===== src/rtl/kvts_pkg.sv =====
// Types and character constants of the key/value token splitter.
// No dependencies; used by all modules and the checker.
package kvts_pkg;

  // Characters the splitter reacts to
  localparam logic [7:0] CH_EQ     = 8'h3D;
  localparam logic [7:0] CH_SPACE  = 8'h20;
  localparam logic [7:0] CH_LT     = 8'h3C;
  localparam logic [7:0] CH_GT     = 8'h3E;
  localparam logic [7:0] CH_BANG   = 8'h21;
  localparam logic [7:0] CH_BSLASH = 8'h5C;
  localparam logic [7:0] CH_SQUOTE = 8'h27;
  localparam logic [7:0] CH_DQUOTE = 8'h22;

  // Most results one input byte can cause
  localparam int unsigned MaxResults = 3;

  typedef enum logic [1:0] {
    KIND_KEY   = 2'd0,
    KIND_VALUE = 2'd1,
    KIND_SEP   = 2'd2,
    KIND_END   = 2'd3
  } kind_e;

  typedef enum logic [2:0] {
    OP_NONE = 3'd0,
    OP_EQ   = 3'd1,
    OP_LT   = 3'd2,
    OP_LE   = 3'd3,
    OP_GT   = 3'd4,
    OP_GE   = 3'd5,
    OP_NE   = 3'd6
  } op_e;

  typedef enum logic [1:0] {
    HOLD_NONE = 2'd0,
    HOLD_LT   = 2'd1,
    HOLD_GT   = 2'd2,
    HOLD_BANG = 2'd3
  } hold_e;

  typedef enum logic [1:0] {
    QUOTE_NONE   = 2'd0,
    QUOTE_DOUBLE = 2'd1,
    QUOTE_SINGLE = 2'd2
  } quote_e;

  // One result item
  typedef struct packed {
    kind_e      kind;
    logic [7:0] data;
    op_e        opc;
    logic       kempty;
  } result_t;

  // All results of one input byte, in order
  typedef struct packed {
    logic [1:0]                 count;
    result_t [MaxResults-1:0]   res;
  } bundle_t;

  // Queue status seen by the front and the back
  typedef struct packed {
    logic full;
    logic empty;
  } fifo_status_t;

endpackage


===== src/rtl/kvts_in_if.sv =====
// Input channel of the key/value token splitter: one line byte per transaction.
// No dependencies.
interface kvts_in_if;
  logic       valid;
  logic       ready;
  logic [7:0] data_byte;
  logic       end_of_line;

  modport source (output valid, output data_byte, output end_of_line, input ready);
  modport sink (input valid, input data_byte, input end_of_line, output ready);
endinterface


===== src/rtl/kvts_cfg_if.sv =====
// Configuration write channel of the key/value token splitter.
// No dependencies.
interface kvts_cfg_if;
  logic valid;
  logic ready;
  logic operator_mode;

  modport source (output valid, output operator_mode, input ready);
  modport sink (input valid, input operator_mode, output ready);
endinterface


===== src/rtl/kvts_out_if.sv =====
// Result channel of the key/value token splitter: one result item per transaction.
// No dependencies.
interface kvts_out_if;
  logic       valid;
  logic       ready;
  logic [1:0] kind;
  logic [7:0] out_byte;
  logic [2:0] operator_code;
  logic       key_empty;
  logic       last_of_run;

  modport source (output valid, output kind, output out_byte, output operator_code,
                  output key_empty, output last_of_run, input ready);
  modport sink (input valid, input kind, input out_byte, input operator_code,
                input key_empty, input last_of_run, output ready);
endinterface


===== src/rtl/kvts_fifo.sv =====
// Short queue of result bundles between the front and the back.
// Depends on kvts_pkg.
module kvts_fifo #(
  parameter int unsigned Depth = 2
) (
  input  logic                    clk_i,
  input  logic                    rst_ni,
  input  logic                    push_i,
  input  kvts_pkg::bundle_t       data_i,
  input  logic                    pop_i,
  output kvts_pkg::bundle_t       data_o,
  output kvts_pkg::fifo_status_t  status_o
);

  localparam int unsigned PtrW = (Depth > 1) ? $clog2(Depth) : 1;
  localparam int unsigned CntW = $clog2(Depth + 1);

  kvts_pkg::bundle_t entries_q [Depth];
  logic [PtrW-1:0]   wr_ptr_q, wr_ptr_d;
  logic [PtrW-1:0]   rd_ptr_q, rd_ptr_d;
  logic [CntW-1:0]   count_q, count_d;

  // Advance pointers with wrap, track fill level
  always_comb begin
    wr_ptr_d = wr_ptr_q;
    rd_ptr_d = rd_ptr_q;
    if (push_i) begin
      wr_ptr_d = (wr_ptr_q == PtrW'(Depth - 1)) ? '0 : wr_ptr_q + 1'b1;
    end
    if (pop_i) begin
      rd_ptr_d = (rd_ptr_q == PtrW'(Depth - 1)) ? '0 : rd_ptr_q + 1'b1;
    end
    count_d = count_q + CntW'(push_i) - CntW'(pop_i);
  end

  always_ff @(posedge clk_i or negedge rst_ni) begin
    if (!rst_ni) begin
      wr_ptr_q <= '0;
      rd_ptr_q <= '0;
      count_q  <= '0;
    end else begin
      wr_ptr_q <= wr_ptr_d;
      rd_ptr_q <= rd_ptr_d;
      count_q  <= count_d;
    end
  end

  // Store the pushed bundle
  always_ff @(posedge clk_i) begin
    if (push_i) begin
      entries_q[wr_ptr_q] <= data_i;
    end
  end

  assign data_o         = entries_q[rd_ptr_q];
  assign status_o.full  = (count_q == CntW'(Depth));
  assign status_o.empty = (count_q == '0);

endmodule


===== src/rtl/kvts_front.sv =====
// Front of the splitter: accepts line bytes, tracks quote/pair state and
// builds the bundle of results each byte causes. Depends on kvts_pkg, kvts_in_if,
// kvts_cfg_if.
module kvts_front (
  input  logic                   clk_i,
  input  logic                   rst_ni,
  kvts_in_if.sink                in_i,
  kvts_cfg_if.sink               cfg_i,
  input  kvts_pkg::fifo_status_t status_i,
  output logic                   push_o,
  output kvts_pkg::bundle_t      bundle_o
);

  logic              mode_q;
  kvts_pkg::quote_e  quote_q, quote_d;
  logic              key_seen_q, key_seen_d;
  logic              tok_ne_q, tok_ne_d;
  logic              key_ne_q, key_ne_d;
  logic              started_q, started_d;
  kvts_pkg::hold_e   hold_q, hold_d;
  logic              bslash_q, bslash_d;
  kvts_pkg::op_e     oper_q, oper_d;
  logic              accept;

  assign in_i.ready  = !status_i.full;
  assign cfg_i.ready = 1'b1;
  assign accept      = in_i.valid && in_i.ready;

  // Work out the next state and the results of this byte
  always_comb begin
    logic [7:0]                           b;
    logic [1:0]                           n;
    kvts_pkg::result_t [kvts_pkg::MaxResults-1:0] res;
    kvts_pkg::hold_e                      held;
    kvts_pkg::quote_e                     qcode;
    logic                                 consumed;
    logic                                 done;
    logic                                 is_quote;

    b          = in_i.data_byte;
    n          = '0;
    res        = '0;
    held       = hold_q;
    consumed   = 1'b0;
    done       = 1'b0;
    quote_d    = quote_q;
    key_seen_d = key_seen_q;
    tok_ne_d   = tok_ne_q;
    key_ne_d   = key_ne_q;
    started_d  = started_q;
    hold_d     = kvts_pkg::HOLD_NONE;
    oper_d     = oper_q;
    is_quote   = ((b == kvts_pkg::CH_DQUOTE) || (b == kvts_pkg::CH_SQUOTE)) && !bslash_q;
    qcode      = (b == kvts_pkg::CH_DQUOTE) ? kvts_pkg::QUOTE_DOUBLE : kvts_pkg::QUOTE_SINGLE;

    // Resolve a symbol held from the previous byte
    if (held == kvts_pkg::HOLD_BANG) begin
      if (b == kvts_pkg::CH_EQ) begin
        key_ne_d   = tok_ne_d;
        tok_ne_d   = 1'b0;
        key_seen_d = 1'b1;
        oper_d     = kvts_pkg::OP_NE;
        started_d  = 1'b1;
        res[n]     = '{kind: kvts_pkg::KIND_SEP, data: '0, opc: kvts_pkg::OP_NONE,
                       kempty: 1'b0};
        n          = n + 2'd1;
        consumed   = 1'b1;
      end else begin
        res[n]    = '{kind: key_seen_d ? kvts_pkg::KIND_VALUE : kvts_pkg::KIND_KEY,
                      data: kvts_pkg::CH_BANG, opc: kvts_pkg::OP_NONE, kempty: 1'b0};
        n         = n + 2'd1;
        tok_ne_d  = 1'b1;
        started_d = 1'b1;
      end
    end else if ((held == kvts_pkg::HOLD_LT) || (held == kvts_pkg::HOLD_GT)) begin
      if (b == kvts_pkg::CH_EQ) begin
        oper_d   = (held == kvts_pkg::HOLD_LT) ? kvts_pkg::OP_LE : kvts_pkg::OP_GE;
        consumed = 1'b1;
      end
    end

    if (!consumed) begin
      // Open or close a quoted run
      if (is_quote && (quote_d == kvts_pkg::QUOTE_NONE)) begin
        quote_d   = qcode;
        started_d = 1'b1;
        done      = 1'b1;
      end else if (is_quote && (quote_d == qcode)) begin
        quote_d = kvts_pkg::QUOTE_NONE;
        if (key_seen_d) begin
          res[n]     = '{kind: kvts_pkg::KIND_END, data: '0, opc: oper_d,
                         kempty: key_seen_d ? !key_ne_d : !tok_ne_d};
          n          = n + 2'd1;
          key_seen_d = 1'b0;
          tok_ne_d   = 1'b0;
          key_ne_d   = 1'b0;
          started_d  = 1'b0;
          hold_d     = kvts_pkg::HOLD_NONE;
          oper_d     = kvts_pkg::OP_NONE;
        end else begin
          started_d = 1'b1;
        end
        done = 1'b1;
      end

      // Separators, spaces and a bang outside a quote
      if (!done && (quote_d == kvts_pkg::QUOTE_NONE)) begin
        if (b == kvts_pkg::CH_EQ ||
            (mode_q && ((b == kvts_pkg::CH_LT) || (b == kvts_pkg::CH_GT)))) begin
          key_ne_d   = tok_ne_d;
          tok_ne_d   = 1'b0;
          key_seen_d = 1'b1;
          started_d  = 1'b1;
          res[n]     = '{kind: kvts_pkg::KIND_SEP, data: '0, opc: kvts_pkg::OP_NONE,
                         kempty: 1'b0};
          n          = n + 2'd1;
          if (b == kvts_pkg::CH_EQ) begin
            oper_d = kvts_pkg::OP_EQ;
          end else if (b == kvts_pkg::CH_LT) begin
            oper_d = kvts_pkg::OP_LT;
            hold_d = kvts_pkg::HOLD_LT;
          end else begin
            oper_d = kvts_pkg::OP_GT;
            hold_d = kvts_pkg::HOLD_GT;
          end
          done = 1'b1;
        end else if (b == kvts_pkg::CH_SPACE) begin
          if (tok_ne_d && key_seen_d) begin
            res[n]     = '{kind: kvts_pkg::KIND_END, data: '0, opc: oper_d,
                           kempty: !key_ne_d};
            n          = n + 2'd1;
            quote_d    = kvts_pkg::QUOTE_NONE;
            key_seen_d = 1'b0;
            tok_ne_d   = 1'b0;
            key_ne_d   = 1'b0;
            started_d  = 1'b0;
            hold_d     = kvts_pkg::HOLD_NONE;
            oper_d     = kvts_pkg::OP_NONE;
          end else begin
            started_d = 1'b1;
          end
          done = 1'b1;
        end else if (mode_q && (b == kvts_pkg::CH_BANG)) begin
          hold_d    = kvts_pkg::HOLD_BANG;
          started_d = 1'b1;
          done      = 1'b1;
        end
      end

      // Plain text byte
      if (!done) begin
        res[n]    = '{kind: key_seen_d ? kvts_pkg::KIND_VALUE : kvts_pkg::KIND_KEY,
                      data: b, opc: kvts_pkg::OP_NONE, kempty: 1'b0};
        n         = n + 2'd1;
        tok_ne_d  = 1'b1;
        started_d = 1'b1;
      end
    end

    bslash_d = (b == kvts_pkg::CH_BSLASH);

    // Close the line: flush a held bang, end an open pair, clear all
    if (in_i.end_of_line) begin
      if (hold_d == kvts_pkg::HOLD_BANG) begin
        res[n]    = '{kind: key_seen_d ? kvts_pkg::KIND_VALUE : kvts_pkg::KIND_KEY,
                      data: kvts_pkg::CH_BANG, opc: kvts_pkg::OP_NONE, kempty: 1'b0};
        n         = n + 2'd1;
        tok_ne_d  = 1'b1;
        started_d = 1'b1;
      end
      if (started_d) begin
        res[n] = '{kind: kvts_pkg::KIND_END, data: '0, opc: oper_d,
                   kempty: key_seen_d ? !key_ne_d : !tok_ne_d};
        n      = n + 2'd1;
      end
      quote_d    = kvts_pkg::QUOTE_NONE;
      key_seen_d = 1'b0;
      tok_ne_d   = 1'b0;
      key_ne_d   = 1'b0;
      started_d  = 1'b0;
      hold_d     = kvts_pkg::HOLD_NONE;
      bslash_d   = 1'b0;
      oper_d     = kvts_pkg::OP_NONE;
    end

    bundle_o.count = n;
    bundle_o.res   = res;
    push_o         = accept && (n != 2'd0);
  end

  // Hold line state, advance on each accepted byte; take operator_mode on a config write
  always_ff @(posedge clk_i or negedge rst_ni) begin
    if (!rst_ni) begin
      mode_q     <= 1'b0;
      quote_q    <= kvts_pkg::QUOTE_NONE;
      key_seen_q <= 1'b0;
      tok_ne_q   <= 1'b0;
      key_ne_q   <= 1'b0;
      started_q  <= 1'b0;
      hold_q     <= kvts_pkg::HOLD_NONE;
      bslash_q   <= 1'b0;
      oper_q     <= kvts_pkg::OP_NONE;
    end else begin
      if (cfg_i.valid) begin
        mode_q <= cfg_i.operator_mode;
      end
      if (accept) begin
        quote_q    <= quote_d;
        key_seen_q <= key_seen_d;
        tok_ne_q   <= tok_ne_d;
        key_ne_q   <= key_ne_d;
        started_q  <= started_d;
        hold_q     <= hold_d;
        bslash_q   <= bslash_d;
        oper_q     <= oper_d;
      end
    end
  end

endmodule


===== src/rtl/kvts_back.sv =====
// Back of the splitter: walks the results of the queue head bundle and drives
// them one per transaction through an output register. Depends on kvts_pkg, kvts_out_if.
module kvts_back (
  input  logic                   clk_i,
  input  logic                   rst_ni,
  input  kvts_pkg::bundle_t      head_i,
  input  kvts_pkg::fifo_status_t status_i,
  output logic                   pop_o,
  kvts_out_if.source             out_o
);

  logic [1:0]         idx_q, idx_d;
  logic               valid_q, valid_d;
  kvts_pkg::result_t  res_q;
  logic               last_q;
  kvts_pkg::result_t  cur;
  logic               is_last;
  logic               load;

  assign cur     = head_i.res[idx_q];
  assign is_last = (idx_q == (head_i.count - 2'd1));
  assign load    = !status_i.empty && (!valid_q || out_o.ready);
  assign pop_o   = load && is_last;

  // Step through the bundle, drop the output once taken
  always_comb begin
    idx_d   = idx_q;
    valid_d = valid_q;
    if (load) begin
      idx_d   = is_last ? 2'd0 : idx_q + 2'd1;
      valid_d = 1'b1;
    end else if (out_o.ready) begin
      valid_d = 1'b0;
    end
  end

  always_ff @(posedge clk_i or negedge rst_ni) begin
    if (!rst_ni) begin
      idx_q   <= '0;
      valid_q <= 1'b0;
    end else begin
      idx_q   <= idx_d;
      valid_q <= valid_d;
    end
  end

  // Load the output register
  always_ff @(posedge clk_i) begin
    if (load) begin
      res_q  <= cur;
      last_q <= is_last;
    end
  end

  assign out_o.valid         = valid_q;
  assign out_o.kind          = res_q.kind;
  assign out_o.out_byte      = res_q.data;
  assign out_o.operator_code = res_q.opc;
  assign out_o.key_empty     = res_q.kempty;
  assign out_o.last_of_run   = last_q;

endmodule


===== src/rtl/key_value_token_splitter.sv =====
// Top level of the key/value token splitter: front, bundle queue and back.
// Depends on kvts_pkg, the three channel interfaces, kvts_front, kvts_fifo, kvts_back.
//
// Usage:
//   in_i  : one byte of an attribute line per transaction, end_of_line set on
//           the last byte of the line.
//   cfg_i : writes operator_mode; write it only while the block is idle.
//   out_o : result items (key char, value char, separator, pair end), each
//           byte's results in order, last_of_run set on the last one.
// Path: a byte's results are written into the bundle queue and then loaded one
//   at a time into the output register that drives out_o; later results of the
//   same byte follow one per cycle while out_o.ready stays high.
// Throughput: one input byte per cycle while each byte causes at most one
//   result and out_o.ready stays high; a byte with several results holds the
//   output register until all are out, one result per cycle while out_o.ready
//   is high. Bytes with no result pass without using the output.
// Stalls: when out_o.ready is low the output register holds, the queue of
//   QueueDepth bundles fills, and in_i.ready drops only once it is full.
// Reset: clears operator_mode, the line state and the queue; nothing is
//   pending after reset.
module key_value_token_splitter #(
  parameter int unsigned QueueDepth = 2
) (
  input  logic        clk_i,
  input  logic        rst_ni,
  kvts_in_if.sink     in_i,
  kvts_cfg_if.sink    cfg_i,
  kvts_out_if.source  out_o
);

  logic                   push;
  logic                   pop;
  kvts_pkg::bundle_t      push_bundle;
  kvts_pkg::bundle_t      head_bundle;
  kvts_pkg::fifo_status_t fifo_status;

  // Classify bytes and build result bundles
  kvts_front u_front (
    .clk_i    (clk_i),
    .rst_ni   (rst_ni),
    .in_i     (in_i),
    .cfg_i    (cfg_i),
    .status_i (fifo_status),
    .push_o   (push),
    .bundle_o (push_bundle)
  );

  // Decouple front and back
  kvts_fifo #(
    .Depth (QueueDepth)
  ) u_fifo (
    .clk_i    (clk_i),
    .rst_ni   (rst_ni),
    .push_i   (push),
    .data_i   (push_bundle),
    .pop_i    (pop),
    .data_o   (head_bundle),
    .status_o (fifo_status)
  );

  // Emit results one per transaction
  kvts_back u_back (
    .clk_i    (clk_i),
    .rst_ni   (rst_ni),
    .head_i   (head_bundle),
    .status_i (fifo_status),
    .pop_o    (pop),
    .out_o    (out_o)
  );

endmodule


===== src/flat_wrapper.sv =====
// flat-port wrapper written by rule: the top's interface ports become plain ports
module key_value_token_splitter_flat 
#(
  parameter int unsigned QueueDepth = 2
)
  (clk_i, rst_ni, in_i_valid, in_i_data_byte, in_i_end_of_line, in_i_ready, cfg_i_valid, cfg_i_operator_mode, cfg_i_ready, out_o_valid, out_o_kind, out_o_out_byte, out_o_operator_code, out_o_key_empty, out_o_last_of_run, out_o_ready);
  kvts_in_if in_i_i ();
  kvts_cfg_if cfg_i_i ();
  kvts_out_if out_o_i ();
  input  logic clk_i;
  input  logic rst_ni;
  input wire logic [$bits(in_i_i.valid)-1:0] in_i_valid;
  input wire logic [$bits(in_i_i.data_byte)-1:0] in_i_data_byte;
  input wire logic [$bits(in_i_i.end_of_line)-1:0] in_i_end_of_line;
  output wire logic [$bits(in_i_i.ready)-1:0] in_i_ready;
  input wire logic [$bits(cfg_i_i.valid)-1:0] cfg_i_valid;
  input wire logic [$bits(cfg_i_i.operator_mode)-1:0] cfg_i_operator_mode;
  output wire logic [$bits(cfg_i_i.ready)-1:0] cfg_i_ready;
  output wire logic [$bits(out_o_i.valid)-1:0] out_o_valid;
  output wire logic [$bits(out_o_i.kind)-1:0] out_o_kind;
  output wire logic [$bits(out_o_i.out_byte)-1:0] out_o_out_byte;
  output wire logic [$bits(out_o_i.operator_code)-1:0] out_o_operator_code;
  output wire logic [$bits(out_o_i.key_empty)-1:0] out_o_key_empty;
  output wire logic [$bits(out_o_i.last_of_run)-1:0] out_o_last_of_run;
  input wire logic [$bits(out_o_i.ready)-1:0] out_o_ready;
  assign in_i_i.valid = in_i_valid;
  assign in_i_i.data_byte = in_i_data_byte;
  assign in_i_i.end_of_line = in_i_end_of_line;
  assign in_i_ready = in_i_i.ready;
  assign cfg_i_i.valid = cfg_i_valid;
  assign cfg_i_i.operator_mode = cfg_i_operator_mode;
  assign cfg_i_ready = cfg_i_i.ready;
  assign out_o_valid = out_o_i.valid;
  assign out_o_kind = out_o_i.kind;
  assign out_o_out_byte = out_o_i.out_byte;
  assign out_o_operator_code = out_o_i.operator_code;
  assign out_o_key_empty = out_o_i.key_empty;
  assign out_o_last_of_run = out_o_i.last_of_run;
  assign out_o_i.ready = out_o_ready;
  key_value_token_splitter #(.QueueDepth(QueueDepth)) u_core (.clk_i(clk_i), .rst_ni(rst_ni), .in_i(in_i_i), .cfg_i(cfg_i_i), .out_o(out_o_i));
endmodule

===== config.mk =====
export PLATFORM = sky130hd
export DESIGN_NAME = key_value_token_splitter_flat
export DESIGN_NICKNAME = d
export VERILOG_FILES = /design/src/rtl/kvts_pkg.sv /design/src/rtl/kvts_in_if.sv /design/src/rtl/kvts_cfg_if.sv /design/src/rtl/kvts_out_if.sv /design/src/rtl/kvts_fifo.sv /design/src/rtl/kvts_front.sv /design/src/rtl/kvts_back.sv /design/src/rtl/key_value_token_splitter.sv /design/src/flat_wrapper.sv
export SDC_FILE = /design/constraint.sdc
export NUM_CORES = 1
export LEC_CHECK = 0
export ABC_AREA = 1
export ABC_CLOCK_PERIOD_IN_PS = 13600
export BUFFER_PORTS_ARGS = -buffer_cell sky130_fd_sc_hd__buf_2
export CAP_MARGIN = 20
export CORE_MARGIN = 2
export CORE_UTILIZATION = 57
export CTS_CLUSTER_DIAMETER = 150
export DETAILED_ROUTE_END_ITERATION = 10
export HOLD_SLACK_MARGIN = 0.06
export PLACE_DENSITY = 0.75
export SYNTH_ARGS = -nofsm -noshare
export SYNTH_HDL_FRONTEND = slang
export SYNTH_SLANG_ARGS = --single-unit
export TNS_END_PERCENT = 5

===== constraint.sdc =====
create_clock -name clk_i -period 13.6 [get_ports clk_i]
set_clock_uncertainty 0.15 [all_clocks]
set_input_delay 2.72 -clock clk_i [delete_from_list [all_inputs] [get_ports clk_i]]
set_output_delay 2.72 -clock clk_i [all_outputs]
set_load 0.1 [all_outputs]

**Word-level counts from Yosys, hierarchy flattened**

Memory sizes are Yosys's and may differ from the RTL's.
Cells that the tools add are included.

- Multiply operators: 0
- $lt $le $gt $ge: 11
- Multiplexer cells: 162
- Reductions and logical operators: 37
- Div/mod/pow operators: 0
- Equal/unequal tests: 16
- Shift operators: 0
- $add $sub $neg: 11
- Bitwise gates (word level): 3

Operators with widths:

| operator | count |
|---|---|
| $mux W42 | 15 |
| $bwmux W42 | 5 |
| $demux W14 S2 | 5 |
| $mux W14 | 8 |
| $mux W1 | 77 |
| $mux W2 | 34 |
| $eq A8 B6 Y1 const B | 7 |
| $mux W3 | 17 |
| $and A39 B39 Y39 | 1 |
| $not A39 Y39 | 1 |
| $bmux W14 S2 | 1 |
| $lt A2 B3 Y1 const B | 6 |
| $logic_and A1 B1 Y1 | 16 |
| $add A2 B1 Y2 const B | 6 |
| $ge A2 B1 Y1 const B | 5 |
| $logic_not A1 Y1 | 10 |
| $eq A2 B2 Y1 const B | 4 |
| $eq A8 B7 Y1 const B | 1 |
| $logic_not A2 Y1 | 3 |
| $logic_or A1 B1 Y1 | 5 |
| $eq A2 B2 Y1 | 2 |
| $reduce_bool A2 Y1 | 2 |
| $or A3 B3 Y3 | 1 |
| $add A1 B1 Y1 const B | 2 |
| other kinds (6) | 6 |

- Bits in read-only memories: 0
- Output and inout bits: 18
- Bits in latches: 0
- Memory bits (writable): 88
- Logic and storage cells: 260
- Memories: 1
- Register bits after elaboration: 35
- Bits of input ports: 15

Memories:

| name | words | bits a word | read ports | clocked after Yosys merged registers in | wr ports | line | RTL |
|---|---|---|---|---|---|---|---|
| u_core.u_fifo.entries_q | 2 | 44 | 1 | 0 | 1 | kvts_fifo.sv:18 | `kvts_pkg::bundle_t entries_q [Depth];` |

**Longest topological paths before layout**

- Depth after elaboration: 26
- Gate-level depth with buffers: 30
- Depth with buffers taken out: 29

**Cells and area by module**

Synthesis repeated with hierarchy kept, for this count alone.

- Cells, all modules: 785
- Area, all modules: 6979.2 µm²

Modules (own cells, without submodules):

| module | instances | area each (µm²) | sequential area each (µm²) | cells each |
|---|---|---|---|---|
| kvts_fifo | 1 | 3494.6 | 2742.6 | 255 |
| kvts_front | 1 | 2478.6 | 325.3 | 420 |
| kvts_back | 1 | 1006.0 | 525.5 | 110 |

**Least setup slack after synthesis**

No wires, ideal clock.

- Kind: in2reg
- From: input port in_i_data_byte[0]
- To: memory u_core.u_fifo.entries_q[1][0] (netlist bit) (enable)
- Data required time: 13.005 ns
- Path slack: 5.093 ns
- Buffers on the path: 1
- Library setup time: 0.445 ns
- Stages: 28
- Data arrival time: 7.912 ns
- Cells stage by stage: buf_6 -> inv_2 -> nor2_2 -> inv_2 -> nor2_4 -> nand2_2 -> o21ai_4 -> ha_1 -> inv_1 -> nand4_1 -> nand2_1 -> inv_2 -> ha_1 -> nand2_1 -> nand2_1 -> inv_1 -> ha_1 -> o21ai_2 -> inv_1 -> ha_1 -> o21ai_0 -> inv_1 -> ha_1 -> nand2_1 -> o21ai_2 -> nand3_2 -> nand2_2 -> nor2_1

- Word-level cells in the longest chain between the ends: 26
- Elaborated cells on any way between the ends: 89
- Those cells by class: add/sub: 4; eq/ne: 9; mux: 62; reduce/logical: 14

RTL lines:

| item | line | RTL |
|---|---|---|
| start: declaration | flat_wrapper.sv:13 | `input wire logic [$bits(in_i_i.data_byte)-1:0] in_i_data_byte;` |
| $eq A8 B6 Y1, on equally long branches | -- |  |
| $mux W1 (tied with other cells) | kvts_front.sv:58 | `if (b == kvts_pkg::CH_EQ) begin` |
| $mux W1 (tied with other cells) | kvts_front.sv:57 | `if (held == kvts_pkg::HOLD_BANG) begin` |
| $mux W2 (tied with other cells) | kvts_front.sv:90 | `if (key_seen_d) begin` |
| $mux W2 / $mux W1 (equally long branches) | kvts_front.sv:88 | `end else if (is_quote && (quote_d == qcode)) begin` |
| $mux W2 / $mux W1 (equally long branches) | kvts_front.sv:84 | `if (is_quote && (quote_d == kvts_pkg::QUOTE_NONE)) begin` |
| $mux W2 / $mux W1 (equally long branches) | kvts_front.sv:82 | `if (!consumed) begin` |
| $add A2 B1 Y2 / $logic_and A1 B1 Y1 (equally long branches) | kvts_front.sv:116, kvts_front.sv:131, kvts_front.sv:128 |  |
| [10 not listed] | -- |  |
| $mux W2 | kvts_front.sv:163 | `if (in_i.end_of_line) begin` |
| $add A2 B1 Y2 | kvts_front.sv:174 | `n = n + 2'd1;` |
| $mux W2 | kvts_front.sv:171 | `if (started_d) begin` |
| $mux W2 * | kvts_front.sv:163 |  |
| $reduce_bool A2 Y1 * | kvts_front.sv:188 | `push_o = accept && (n != 2'd0);` |
| $logic_and A1 B1 Y1 * | kvts_front.sv:188 |  |
| $mux W1 * | kvts_fifo.sv:50 | `if (push_i) begin` |
| $mux W1 (implied by the code) * | kvts_fifo.sv:51 | `entries_q[wr_ptr_q] <= data_i;` |
| end: declaration | kvts_fifo.sv:18 |  |

Every way passes the cells marked *; elsewhere a longest branch is shown, timed or not. The select of a mux whose other input is x is not followed.

**Worst setup path in the final report**

- From: input port in_i_data_byte[0]
- To: memory u_core.u_fifo.entries_q[1][25] (netlist bit) (enable)

The elaborated chain is that of the path after synthesis.

==> impl_results.md <==
- Fill count: 853
- Total via count in the routed design: 5119
- Slowest cell delay on critical path: 0.48 ns
- Worst-case setup margin in the final layout: 6.23 ns
- Average footprint of a synthesized cell: 9.42 um2
- Routed wire length: 16900 um
- Metal3 WL: 1140 um
- Leakage power: 3.16 nW
- Pin count of the biggest net entering global routing: 47
- Number of primary I/O pins: 33
- Async set-reset flop share out of synthesis: 0.163
- Leading post-synthesis cells by cell area: sky130_fd_sc_hd__edfxtp_1 48%, sky130_fd_sc_hd__dfrtp_1 7.7%, sky130_fd_sc_hd__nand2_1 6.2%, sky130_fd_sc_hd__nor2_1 6.2%, sky130_fd_sc_hd__o21ai_0 5.7%
- Slowest CP cell: sky130_fd_sc_hd__buf_4
- DIE HEIGHT: 111 um
- Primary FF master, synth: sky130_fd_sc_hd__edfxtp_1
- Placement-stage worst setup slack: 5.87 ns
- Die Area: 0.0123 mm2
- Slew margin rel.: 0.362
- Met1 WL: 6870 um
- Total of buffers placed on input and output ports: 31
- Global-route wire length before repair: 26700 um
- Hold_buf cts: 0
- Grt total ovfl: 0
- First DRT Iteration DRCs: 420
- Highest metal layer used by the detailed router: met4
- Number of buffers created by CTS: 17
- Power consumption: 1.48 mW
- Iteration count of the initial detailed-routing pass: 5
- Post-synth top area cell: sky130_fd_sc_hd__edfxtp_1
- Arrival time worst endpoint: 7.27 ns
- Final Wtd Congestion: 0.975
- CTS HTree Levels: 4
- Initial core utilization: 0.591
- Status: finished clean
- Clock slew at the register clock pins of the worst setup and hold paths: 0.05 ns
- Wirelength per Cell: 19.2 um
- Worst Tran Pin Value: 0.954 ns
- Post-synthesis instance area: 0.00649 mm2
- FP Rows: 38
- Number of nets still failing antenna checks after routing: 0
- Seq. cell area: 0.00359 mm2
- Placeable core region: 0.0110 mm2
- Vias per cell: 5.82
- Area occupied by multi-input gates: 0.00247 mm2
- Gate count of the mapped netlist: 689
- Clock Sinks: 123
- Highest fanout seen on the critical path: 44
- Number of setup violations in the final report: 0
- HP Class: register to register
- IR Drop Worst-Case VDD: 0.000203 V
- Met2 wire length: 8300 um
- Count of cells resized by post-cts repair: 0
- Shortest period the worst path allows: 7.37 ns
- Cell types with the highest counts after synthesis: 107 x sky130_fd_sc_hd__nand2_1, 107 x sky130_fd_sc_hd__nor2_1, 103 x sky130_fd_sc_hd__edfxtp_1
- Chip Width: 111 um
- Clock root buffer: sky130_fd_sc_hd__clkbuf_16
- Critical path endpoint category: register
- Area Growth Syn to Fin: 12.7%
- Number of storage elements in the synthesis netlist: 123
- Number of remaining DRC errors: 0
- Post-DP HPWL: 11900 um
- Power per standard cell area: 202 mW/mm2
- Critical path launch point type: input pin
- Final hold violation count: 0
- Highest achievable clock rate: 0.136 GHz
- Number of antenna violations at the first check in global routing: 0
- Post-route setup TNS: 0 ns
- Final worst-path cycle share: 0.542
- Warning count from the yosys run: 0
- Post-synth top area share: 0.476
- Part of the Yosys area used for sequential elements: 0.554
- Maximum count of clock buffers along a single path: 2
- Unrepaired setup endpoints after global routing: false
- Post-synthesis net count: 721
- Cell occurring most often along the worst timing path: sky130_fd_sc_hd__ha_1
- Required @ worst endpoint: 13.50 ns
- Share of post-route cells with drive strength above 1: 0.152
- Worst Hold Margin: 0.352 ns
- Insertion delay to the later sink of the worst-skew pair: 0.42 ns
- Maximum capacitance violations: 0
- Count of flip-flops with a built-in enable after synthesis: 103
- Count of inserted antenna diode cells: 0
- Post-CTS Setup Inserts: 0
- Max-slew violation total from the final report: 0
- CTS tree: built
- Count of distinct cell types in the synthesized netlist: 46
- Via count of the first global-routing pass: 5077
- Global routing usage summed across all routing layers: 0.286
- Critical Setup Path Class: input pin to register
- Total Nets Final: 758
[worst paths after layout]
check                                                startpoint                                       end  slack (ns)  cells after the start
max                                           in_i_data_byte[0]  u_core.u_fifo.entries_q[1][25]$_DFFE_PP_        6.23                     29
max reg2reg                u_core.u_front.hold_q[0]$_DFFE_PN0P_  u_core.u_fifo.entries_q[1][25]$_DFFE_PP_        8.09                     25
max in group asynchronous                                rst_ni        u_core.u_back.idx_q[0]$_DFFE_PN0P_       10.82                      1
min in group asynchronous                                rst_ni      u_core.u_front.started_q$_DFFE_PN0P_        2.12                      1
min reg2reg                  u_core.u_fifo.wr_ptr_q$_DFFE_PN0N_        u_core.u_fifo.wr_ptr_q$_DFFE_PN0N_        0.35                      2
min                          u_core.u_fifo.wr_ptr_q$_DFFE_PN0N_        u_core.u_fifo.wr_ptr_q$_DFFE_PN0N_        0.35                      2
[sequential cells by signal (all words and copies together), names as in the netlist, 2 cells and up]
register / cells
u_core.u_back.idx_q: 2
u_core.u_back.out_o.kind: 2
u_core.u_back.out_o.operator_code: 3
u_core.u_back.out_o.out_byte: 8
u_core.u_fifo.count_q: 2
u_core.u_fifo.entries_q: 88
u_core.u_front.hold_q: 2
u_core.u_front.oper_q: 3
u_core.u_front.quote_q: 2
[cells in the final DEF, fill, tap and decap left out, drive strengths merged]
cell / n
conb: 1
o2111ai: 2
nand2: 124
edfxtp: 103
a32o: 1
o22ai: 9
ha: 17
o221ai: 7
a32oi: 1
o32ai: 14
buf: 36
nor2: 117
xnor2: 2
o21ai: 82
nor3: 10
nor4: 1
clkinvlp: 4
or2: 1
clkinv: 12
nand4: 4
a22o: 2
o211ai: 5
inv: 90
a22oi: 1
nand3: 38
dfrtp: 20
a21o: 1
mux2i: 1
o31ai: 2
clkbuf: 19
a21oi: 9
xor2: 3
[report_power, final]
part | total, mW | switching [mW] | internal [mW]
Sequential | 0.544 | 0.0246 | 0.520
Combinational | 0.542 | 0.430 | 0.112
Clock | 0.394 | 0.164 | 0.229
[cell type report]
cell class	instances	share of cell area
tap	140	0.0239
multi-input combinational	455	0.337
timing repair buffer	36	0.0291
sequential	123	0.491
inverter	93	0.0484
clock buffer	19	0.0592
clock inverter	13	0.0108
[layer usage]
layer / global-route usage / up-vias
met3: 0.0481 / 39
met1: 0.364 / 2415
met2: 0.475 / 220
li1: - / 2445
met5: 0 / -
met4: 0.142 / 0
[per-stage QoR]
step                       util  cells  instance area [um2]
after floorplan               -    689                 6490
after global placement    0.617    846                 6780
after detailed placement  0.617    846                 6780
after CTS                 0.663    878                 7290
after global routing      0.666    879                 7310
final                     0.666    879                 7310
[kinds of logic (layout without fill, tap and decap cells)]
kind of cell	after synthesis	after routing	synth area share
and+or+nand+nor	295	295	0.208
AOI/OAI and AO/OA	136	136	0.129
DFF	123	123	0.554
buffers and inverters	111	161	0.0675
adders and majority gates	17	17	0.0328
xor gates and xnor gates	5	5	0.00675
other	1	1	0.000578
muxes	1	1	0.00154
[worst max-delay path: cells and delay by family]
kind	cells	cell delay [ns]
adders and majority gates	5	1.38
AOI/OAI and AO/OA	4	0.76
and+or+nand+nor	11	1.16
buffers and inverters	9	1.24
Note: power is estimated with default switching activity, not from simulation.
